### src/rtl/dhip_pkg.sv
// ----------------------------------------------------------------------------
// dhip_pkg: shared types and constants for the decimal/hex integer parser
// Character codes, parser phase encoding and digit decode helpers.
// ----------------------------------------------------------------------------
package dhip_pkg;

	localparam logic [7:0] CH_MINUS  = 8'h2D; // '-'
	localparam logic [7:0] CH_ZERO   = 8'h30; // '0'
	localparam logic [7:0] CH_NINE   = 8'h39; // '9'
	localparam logic [7:0] CH_LO_A   = 8'h61; // 'a'
	localparam logic [7:0] CH_LO_F   = 8'h66; // 'f'
	localparam logic [7:0] CH_UP_A   = 8'h41; // 'A'
	localparam logic [7:0] CH_UP_F   = 8'h46; // 'F'
	localparam logic [7:0] CH_LO_X   = 8'h78; // 'x'
	localparam logic [7:0] CH_UP_X   = 8'h58; // 'X'

	// one-hot parse phase
	typedef enum logic [4:0] {
		PH_DONE = 5'b00001,
		PH_LEAD = 5'b00010,
		PH_ZERO = 5'b00100,
		PH_HEX  = 5'b01000,
		PH_DEC  = 5'b10000
	} phase_t;

	// decoded digit: valid flag plus value 0..15
	typedef struct packed {
		logic       ok;
		logic [3:0] val;
	} digit_t;

	function automatic digit_t dec_digit(input logic [7:0] c);
		digit_t d;
		d.ok  = (c >= CH_ZERO) && (c <= CH_NINE);
		d.val = c[3:0];
		return d;
	endfunction

	function automatic digit_t hex_digit(input logic [7:0] c);
		digit_t d;
		d.ok  = 1'b0;
		d.val = c[3:0];
		if ((c >= CH_ZERO) && (c <= CH_NINE)) begin
			d.ok = 1'b1;
		end else if (((c >= CH_LO_A) && (c <= CH_LO_F)) ||
			((c >= CH_UP_A) && (c <= CH_UP_F))) begin
			d.ok  = 1'b1;
			d.val = c[3:0] + 4'd9;
		end
		return d;
	endfunction

endpackage

### src/rtl/decimal_hex_integer_parser.sv
// ----------------------------------------------------------------------------
// decimal_hex_integer_parser
// Streaming atoi with optional sign and 0x/0X hex prefix, one byte a cycle unless the result is stalled.
// ----------------------------------------------------------------------------
// Usage:
//  - Input channel (byte_valid / byte_stall): one text character per
//    transaction in text_byte; string_start marks the first byte of a string
//    and restarts the parser, dropping any parse still open.
//  - Output channel (value_valid / value_stall): one transaction per finished
//    parse, carrying the signed value, wrapped modulo 2^VALUE_WIDTH.
//  - A parse finishes on the first byte (sign and x/X prefix apart) that is
//    no digit of the current radix; later bytes are swallowed silently until the next string start.
//  - Path: a byte taken lands in the input register and is decoded there
//    against the parser state; a result it causes is written to the result
//    register and shows on value from there.
//  - Throughput: one byte per cycle unless value_stall holds a pending result.
//    The per-byte work (digit decode, accumulate by x10 or x16 as shift-add)
//    sits between the input register and the parser state/result registers.
//  - Stall: while value_stall holds a pending result, the input register keeps
//    its byte and byte_stall rises; nothing is lost or repeated.
//  - Reset (arst_n low): parser returns to the idle done phase, both channels
//    empty.
// ----------------------------------------------------------------------------
module decimal_hex_integer_parser #(
	parameter int VALUE_WIDTH = 32
) (
	input  logic                          clk,
	input  logic                          arst_n,
	// byte channel
	input  logic                          byte_valid,
	output logic                          byte_stall,
	input  logic [7:0]                    text_byte,
	input  logic                          string_start,
	// result channel
	output logic                          value_valid,
	input  logic                          value_stall,
	output logic signed [VALUE_WIDTH-1:0] value
);

	// input register
	logic             v_s1;
	logic [7:0]       byte_s1;
	logic             start_s1;

	// parser state
	dhip_pkg::phase_t         phase_q;
	logic                     neg_q;
	logic [VALUE_WIDTH-1:0]   acc_q;

	// result register
	logic                     out_v_q;
	logic [VALUE_WIDTH-1:0]   out_q;

	// decode of the byte in s1
	logic                     adv;
	dhip_pkg::phase_t         ph_eff;
	logic                     neg_eff;
	logic [VALUE_WIDTH-1:0]   acc_eff;
	dhip_pkg::phase_t         ph_nxt;
	logic                     neg_nxt;
	logic [VALUE_WIDTH-1:0]   acc_nxt;
	logic                     fin;
	logic [VALUE_WIDTH-1:0]   res;
	dhip_pkg::digit_t         dd;
	dhip_pkg::digit_t         hd;
	logic [VALUE_WIDTH-1:0]   acc_x10;
	logic [VALUE_WIDTH-1:0]   acc_x16;

	// s1 moves on when the result register is free or being drained
	assign adv        = v_s1 && (!out_v_q || !value_stall);
	assign byte_stall = v_s1 && !adv;

	assign dd      = dhip_pkg::dec_digit(byte_s1);
	assign hd      = dhip_pkg::hex_digit(byte_s1);
	assign acc_x10 = (acc_eff << 3) + (acc_eff << 1) + VALUE_WIDTH'(dd.val);
	assign acc_x16 = (acc_eff << 4) + VALUE_WIDTH'(hd.val);

	// a start byte resets sign and accumulator, then is parsed in LEAD
	assign ph_eff  = start_s1 ? dhip_pkg::PH_LEAD : phase_q;
	assign neg_eff = start_s1 ? 1'b0 : neg_q;
	assign acc_eff = start_s1 ? '0 : acc_q;

	always_comb begin
		ph_nxt  = ph_eff;
		neg_nxt = neg_eff;
		acc_nxt = acc_eff;
		fin     = 1'b0;
		if (start_s1 && (byte_s1 == dhip_pkg::CH_MINUS)) begin
			neg_nxt = 1'b1;
			ph_nxt  = dhip_pkg::PH_LEAD;
		end else begin
			case (ph_eff)
				dhip_pkg::PH_LEAD: begin
					if (byte_s1 == dhip_pkg::CH_ZERO) begin
						acc_nxt = '0;
						ph_nxt  = dhip_pkg::PH_ZERO;
					end else if (dd.ok) begin
						acc_nxt = VALUE_WIDTH'(dd.val);
						ph_nxt  = dhip_pkg::PH_DEC;
					end else begin
						fin = 1'b1;
					end
				end
				dhip_pkg::PH_ZERO: begin
					if ((byte_s1 == dhip_pkg::CH_LO_X) || (byte_s1 == dhip_pkg::CH_UP_X)) begin
						ph_nxt = dhip_pkg::PH_HEX;
					end else if (dd.ok) begin
						acc_nxt = acc_x10;
						ph_nxt  = dhip_pkg::PH_DEC;
					end else begin
						fin = 1'b1;
					end
				end
				dhip_pkg::PH_DEC: begin
					if (dd.ok) begin
						acc_nxt = acc_x10;
					end else begin
						fin = 1'b1;
					end
				end
				dhip_pkg::PH_HEX: begin
					if (hd.ok) begin
						acc_nxt = acc_x16;
					end else begin
						fin = 1'b1;
					end
				end
				default: begin
					// done or stray code: ignore the byte
					ph_nxt = dhip_pkg::PH_DONE;
				end
			endcase
			if (fin) begin
				ph_nxt = dhip_pkg::PH_DONE;
			end
		end
	end

	// two's complement negation wraps naturally at VALUE_WIDTH
	assign res = neg_eff ? (~acc_eff + VALUE_WIDTH'(1)) : acc_eff;

	always_ff @(posedge clk or negedge arst_n) begin
		if (!arst_n) begin
			v_s1 <= 1'b0;
		end else if (!byte_stall) begin
			v_s1 <= byte_valid;
		end
	end

	always_ff @(posedge clk) begin
		if (byte_valid && !byte_stall) begin
			byte_s1  <= text_byte;
			start_s1 <= string_start;
		end
	end

	always_ff @(posedge clk or negedge arst_n) begin
		if (!arst_n) begin
			phase_q <= dhip_pkg::PH_DONE;
			neg_q   <= 1'b0;
			acc_q   <= '0;
		end else if (adv) begin
			phase_q <= ph_nxt;
			neg_q   <= neg_nxt;
			acc_q   <= acc_nxt;
		end
	end

	always_ff @(posedge clk or negedge arst_n) begin
		if (!arst_n) begin
			out_v_q <= 1'b0;
		end else if (adv && fin) begin
			out_v_q <= 1'b1;
		end else if (!value_stall) begin
			out_v_q <= 1'b0;
		end
	end

	always_ff @(posedge clk) begin
		if (adv && fin) begin
			out_q <= res;
		end
	end

	assign value_valid = out_v_q;
	assign value       = out_q;

	// ---- assertions ----
	a_stall_only_when_full: assert property (@(posedge clk) disable iff (!arst_n)
		byte_stall |-> (v_s1 && out_v_q && value_stall))
		else $error("byte_stall raised without a blocked result");

	a_finish_to_done: assert property (@(posedge clk) disable iff (!arst_n)
		(adv && fin) |=> (phase_q == dhip_pkg::PH_DONE) && value_valid)
		else $error("finished parse did not leave done phase and a result");

	a_held_byte: assert property (@(posedge clk) disable iff (!arst_n)
		byte_stall |=> v_s1 && $stable(byte_s1) && $stable(start_s1))
		else $error("stalled input register changed");

	a_start_sign: assert property (@(posedge clk) disable iff (!arst_n)
		(adv && start_s1 && (byte_s1 != dhip_pkg::CH_MINUS)) |=> !neg_q)
		else $error("sign set by a start byte that is not a minus");

endmodule

### config.mk
export PLATFORM = sky130hd
export DESIGN_NAME = decimal_hex_integer_parser
export DESIGN_NICKNAME = d
export VERILOG_FILES = /design/src/rtl/dhip_pkg.sv /design/src/rtl/decimal_hex_integer_parser.sv
export SDC_FILE = /design/constraint.sdc
export NUM_CORES = 1
export LEC_CHECK = 0
export BUFFER_PORTS_ARGS = -buffer_cell sky130_fd_sc_hd__buf_2
export CORE_MARGIN = 4
export CORE_UTILIZATION = 35
export CTS_BUF_LIST = sky130_fd_sc_hd__clkbuf_8
export CTS_CLUSTER_SIZE = 10
export DETAILED_ROUTE_END_ITERATION = 16
export RECOVER_POWER = 100
export SLEW_MARGIN = 30
export SYNTH_ARGS = -nofsm -noshare
export SYNTH_HDL_FRONTEND = slang
export SYNTH_SLANG_ARGS = --single-unit
### constraint.sdc
create_clock -name clk -period 6.4 [get_ports clk]
set_input_delay 0.32 -clock clk [delete_from_list [all_inputs] [get_ports clk]]
set_output_delay 0.32 -clock clk [all_outputs]
set_load 0.02 [all_outputs]
; ---- Yosys cells after proc, flatten, opt, wreduce, memory -nomap -nowiden
; Index checks and enable logic that the tools add are counted.
; W data, S select, Z words.
[op_classes]
addsub = 5
order_cmp = 6
eq_ne = 9
mux = 30
n_bitwise = 1
reduce_logical = 16
[op_table]
columns = cell, count
row1 = $mux W32, 8
row2 = $pmux W32 S4, 1
row3 = $add A32 B4 Y32, 2
row4 = $mux W5, 7
row5 = $add A32 B1 Y32 const B, 1
row6 = $add A32 B32 Y32, 1
row7 = $not A32 Y32, 1
row8 = $eq A8 B6 Y1 const B, 2
row9 = $eq A8 B7 Y1 const B, 2
row10 = $ge A8 B7 Y1 const B, 2
row11 = $le A8 B7 Y1 const B, 2
row12 = $pmux W5 S3, 1
row13 = $mux W1, 11
row14 = $ge A8 B6 Y1 const B, 1
row15 = $le A8 B6 Y1 const B, 1
row16 = $logic_and A1 B1 Y1, 8
row17 = $eq A5 B2 Y1 const B, 1
row18 = $eq A5 B3 Y1 const B, 1
row19 = $eq A5 B4 Y1 const B, 1
row20 = $eq A5 B5 Y1 const B, 1
row21 = $add A4 B4 Y4 const B, 1
row22 = $logic_not A1 Y1, 4
row23 = $mux W4, 1
row24 = $pmux W1 S4, 1
row25 = other kinds (3), 5
[totals]
ff_bits = 81
in_bits = 13
output_inout_bits = 34
word_cells = 75

; ---- Logic depth before layout (Yosys ltp)
[logic_depth]
word_depth = 11
depth_mapped = 17
depth_no_buf = 13

; ---- Worst setup path before layout
; No wires, ideal clock.
[synth_timing]
path_type = register to register
startpoint = register start_s1
endpoint = register acc_q[22]
setup_ps = 126
arrival_time_ps = 4420
required_time_ps = 6274
slack_ps = 1854
stages_incl_launch_ff = 18
path_buffers = 5
period_less_slack_ps = 4546
path_cell_list = edfxtp_1 clkbuf_1 clkbuf_1 clkbuf_1 clkbuf_1 clkbuf_1 nor2b_1 ha_1 ha_1 fa_1 a211oi_1 o21ai_0 a41o_1 o21ai_1 o21ai_0 a31oi_1 xnor2_1 a221o_1
[synth_via]
elab_chain_len = 7
word_cells_on_any_way = 17
cone_classes = add/sub (3) / eq/ne (4) / mux (9) / reduce/logical (1)
[synth_rtl]
columns = item, line_no
row1 = start: declaration, decimal_hex_integer_parser.sv:43  ; logic start_s1;
row2 = start signal: assignment, decimal_hex_integer_parser.sv:153  ; start_s1 <= string_start;
row3 = $mux W32, decimal_hex_integer_parser.sv:81  ; assign acc_eff = start_s1 ? '0 : acc_q;
row4 = $add A32 B32 Y32, decimal_hex_integer_parser.sv:75  ; assign acc_x10 = (acc_eff << 3) + (acc_eff << 1) + VALUE_WIDTH'(dd.val);
row5 = $add A32 B4 Y32, decimal_hex_integer_parser.sv:75
row6 = $mux W32, "decimal_hex_integer_parser.sv:107, decimal_hex_integer_parser.sv:115"
row7 = $mux W32, decimal_hex_integer_parser.sv:105  ; if ((byte_s1 == dhip_pkg::CH_LO_X) || (byte_s1 == dhip_pkg::CH_UP_X)) begin
row8 = $pmux W32 S4, decimal_hex_integer_parser.sv:92  ; case (ph_eff)
row9 = $mux W32 *, decimal_hex_integer_parser.sv:88  ; if (start_s1 && (byte_s1 == dhip_pkg::CH_MINUS)) begin
row10 = end signal: assignment, decimal_hex_integer_parser.sv:165  ; acc_q <= acc_nxt;
row11 = end: declaration, decimal_hex_integer_parser.sv:48  ; logic [VALUE_WIDTH-1:0] acc_q;
; Every way passes the cells marked *; elsewhere a longest branch is shown, timed or not.
; A chain may end at the register's enable or synchronous reset.

; ---- Worst setup path after layout
[layout_timing]
startpoint = register start_s1
endpoint = register out_q[17], in the netlist value[17] (enable)
[layout_via]
elab_chain_len = 6
word_cells_on_any_way = 10
cone_classes = eq/ne (4) / mux (4) / reduce/logical (2)
[layout_rtl]
columns = item, line_no
row1 = $mux W5, decimal_hex_integer_parser.sv:79  ; assign ph_eff = start_s1 ? dhip_pkg::PH_LEAD : phase_q;
row2 = $eq A5 B4 Y1 (tied with other cells), decimal_hex_integer_parser.sv:92
row3 = $pmux W1 S4, decimal_hex_integer_parser.sv:92
row4 = $mux W1, decimal_hex_integer_parser.sv:88
row5 = $mux W1 *, decimal_hex_integer_parser.sv:88
row6 = $logic_and A1 B1 Y1 *, decimal_hex_integer_parser.sv:180  ; if (adv && fin) begin
row7 = end signal: assignment, decimal_hex_integer_parser.sv:181  ; out_q <= res;
row8 = end: declaration, decimal_hex_integer_parser.sv:52  ; logic [VALUE_WIDTH-1:0] out_q;
; Every way passes the cells marked *; elsewhere a longest branch is shown, timed or not. The select of a mux whose other input is x is not followed.

==> results.sh <==
export IMPL_cts_htree_levels=3
export IMPL_grt_ovfl_total=0
export IMPL_rows=50
export IMPL_cts_num_sinks=81
export IMPL_use_met3=0.02390
export IMPL_wl_per_cell_um=18.93
export IMPL_cp_required_ns=6.28
export IMPL_finalCriticalPeriod_ns=4.620
export IMPL_reg2reg_setup_slack_ns=1.78
export IMPL_postSynthAreaPerCell_um2=8.723
export IMPL_async_flop_share=0.4938
export IMPL_fin_skew_ns=0.01001
export IMPL_dieWidth_um=146.3
export IMPL_clk_pin_slew_ns=0.09
export IMPL_ys_warn_count=0
export IMPL_muxShareOfSynthArea=0.002988
export IMPL_initial_core_util=0.3569
export IMPL_nNetsFinal=873
export IMPL_grtUsageMet2=0.2978
export IMPL_cts_buffer_depth=2
export IMPL_drcViolationCount=0
export IMPL_crit_type="flip-flop to flip-flop"
export IMPL_fp_coreArea_um2=18770
export IMPL_synth_top_area_frac=0.1838
export IMPL_cts_setup_buffers=0
export IMPL_ant_nets=0
export IMPL_insertion_delay_ns=0.38
export IMPL_syn_area_um2=6699
export IMPL_io_buffers=46
export IMPL_area_growth_pct=8.554
export IMPL_num_vias=6065
export IMPL_relSlewSlack=-0.6415
export IMPL_ys_flop_type="edfxtp_1"
export IMPL_finalMaxSlewViolations=73
export IMPL_outcome="finished with violations"
export IMPL_cp_arrival_ns=4.50
export IMPL_die_h_um=146.3
export IMPL_synth_seq_cells=81
export IMPL_pre_cts_slack_ns=1.862
export IMPL_synthXorXnorAreaFrac=0.07191
export IMPL_yosys_top_cells_area="edfxtp_1, dfrtp_1, ha_1, xor2_1, o21ai_0"
export IMPL_synth_fa_ha_area_frac=0.1169
export IMPL_ir_drop_mv=0.07456
export IMPL_power_leakage_nw=3.183
export IMPL_met1_usage=0.2515
export IMPL_final_setup_tns_ns=0
export IMPL_viasPerCell=5.849
export IMPL_hold_path_class="input port to flip-flop"
export IMPL_die_area_um2=21420
export IMPL_io_pins=47
export IMPL_path_cells="buf_4, nor2_1, and3_1, a21boi_0, a31oi_1, nand2_1, inv_1, clkbuf_1"
export IMPL_yosysUniqueCellTypes=67
export IMPL_drt_first_pass_iters=5
export IMPL_grt_usage=0.1820
export IMPL_numCtsBuffers=9
export IMPL_critPathLaunch="start_s1"
export IMPL_dp_hpwl_mm=14.37
export IMPL_cpPeakStageDelay_ns=1.01
export IMPL_synthSimpleGateAreaFrac=0.2013
export IMPL_antenna_found_initial=0
export IMPL_fillers=1917
export IMPL_critical_path_slowest_cell="a21boi_0"
export IMPL_rsz0062_at_grt="no"
export IMPL_drive_above_1_share=0.04732
export IMPL_gp_congestion=0.9234
export IMPL_n_antenna_cell=0
export IMPL_synth_edf_count=41
export IMPL_cap_violations=2
export IMPL_root_buffer="clkbuf_8"
export IMPL_power_density_nw_per_um2=160.3
export IMPL_syn_num_nets=843
export IMPL_synth_compound_area_frac=0.2441
export IMPL_drt_first_iter_violations=485
export IMPL_yosysMostFrequentCell="nor2_1"
export IMPL_synthTopCellsByCount="nor2_1, nand2_1, ha_1, o21ai_0, a21oi_1"
export IMPL_synth_top_family_by_area="compound AO/OA/AOI/OAI gates"
export IMPL_grt_pass1_wl_mm=31.22
export IMPL_tightest_slew_ns=2.462
export IMPL_hold_viol_final=0
export IMPL_worst_path_max_fanout=51
export IMPL_grt_max_degree=52
export IMPL_startpoint_type="flip-flop"
export IMPL_hp_start="string_start"
export IMPL_r2r_start="start_s1"
export IMPL_setup_slack_ns=1.780
export IMPL_yosysSeqAreaShare=0.3334
export IMPL_grt_pass1_vias=5688
export IMPL_yosysTopAreaCell="edfxtp_1"
export IMPL_grt_busiest_layer="met2"
export IMPL_syn_inst=768
export IMPL_finalSetupViolCount=0
export IMPL_finalCritPeriodShare=0.7219
export IMPL_violations="capacitance limit, slew limit"
export IMPL_crit_path_end_kind="flip-flop"
export IMPL_fmax_mhz=216.4
export IMPL_finalWirelength_mm=19.63
export IMPL_cts_tree="yes"
layer usage:
metal | part of all wire | vias to the layer above
li1 | - | 2931
met1 | 0.47 | 2916
met2 | 0.46 | 186
met3 | 0.054 | 32
met4 | 0.018 | 0
met5 | 0 | -
through the flow:
stage / hold slack, ns / utilization / std cells / instance area [um2] / power (W)
global route: 0.1039 / 0.3875 / 1037 / 7272 / 0.001214
CTS: 0.1015 / 0.3918 / 1036 / 7353 / 0.001177
floorplan: 0.02441 / - / 768 / 6699 / 0.0007323
finish: 0.1166 / 0.3875 / 1037 / 7272 / 0.001166
detailed placement: 0.3669 / 0.3813 / 1019 / 7156 / 0.0008008
global placement: 0.4977 / 0.3810 / 1019 / 7151 / 0.0007981
where the power goes:
group | switching (W) | leakage (nW) | total [W] | internal, W
sequential | 0.0000225 | 0.930 | 0.000595 | 0.000573
clock | 0.000203 | 0.104 | 0.000381 | 0.000178
combinational | 0.000131 | 2.15 | 0.000189 | 0.0000587
registers in the layout, summed over array words and instances, names as in the netlist:
signal	flops
value	32
acc_q	32
value_valid	1
byte_s1	8
neg_q	1
phase_q	5
v_s1	1
start_s1	1
kinds of logic (layout without fill, tap and decap cells):
| group | Yosys count | count (layout) |
|---|---|---|
| buffers and inverters | 52 | 87 |
| flip-flops | 81 | 81 |
| XOR/XNOR | 55 | 55 |
| AO/OA/AOI/OAI | 246 | 246 |
| adder cells (fa/ha/maj) | 62 | 62 |
| AND/OR/NAND/NOR | 270 | 270 |
| multiplexers | 2 | 2 |
critical path: cells and delay by family (launching register included):
kind | cells | cell delay (ns)
and+or+nand+nor | 3 | 0.61
DFF | 1 | 0.60
AOI/OAI and AO/OA | 2 | 1.62
buffers and inverters | 3 | 1.25
worst paths after layout:
kind | endpoint | depth (start not counted)
worst max-delay path | value[17] | 8
worst min-delay path | start_s1 | 1
worst max register to register | value[17] | 8
worst min register to register | phase_q[0] | 2
max in group asynchronous | acc_q[9] | 2
min in group asynchronous | acc_q[27] | 2
what timing repair did:
action,in CTS,in global routing
hold buffers,1,0
endpoints found under the setup margin,0,0
endpoints found under the hold margin,39,0
resized for setup,0,0
cells in the final DEF (no fill, tap or decap), drive strengths merged, types with 7 or more instances in the layout:
master  instances
nor3           12
inv            17
nand3          16
or3            11
a21oi          54
a22oi          15
nand4           9
nand2b         10
xnor2          15
nand2          69
a21o           19
and3            7
xor2           40
and2            7
o31ai          10
clkbuf         49
nor2b          35
edfxtp         41
ha             61
o21ai          67
dfrtp          39
nor2           75
buf            16
area by class of cell:
type	count	area [um2]	area share
multi-input combinational	635	4238	0.5828
clock inverter	7	63.81	0.008775
clock buffer	9	123.9	0.01703
inverter	14	52.55	0.007226
sequential	81	2233	0.3071
tap	234	292.8	0.04026
timing repair buffer	57	267.8	0.03682
Power figures use the tool's default switching activity.
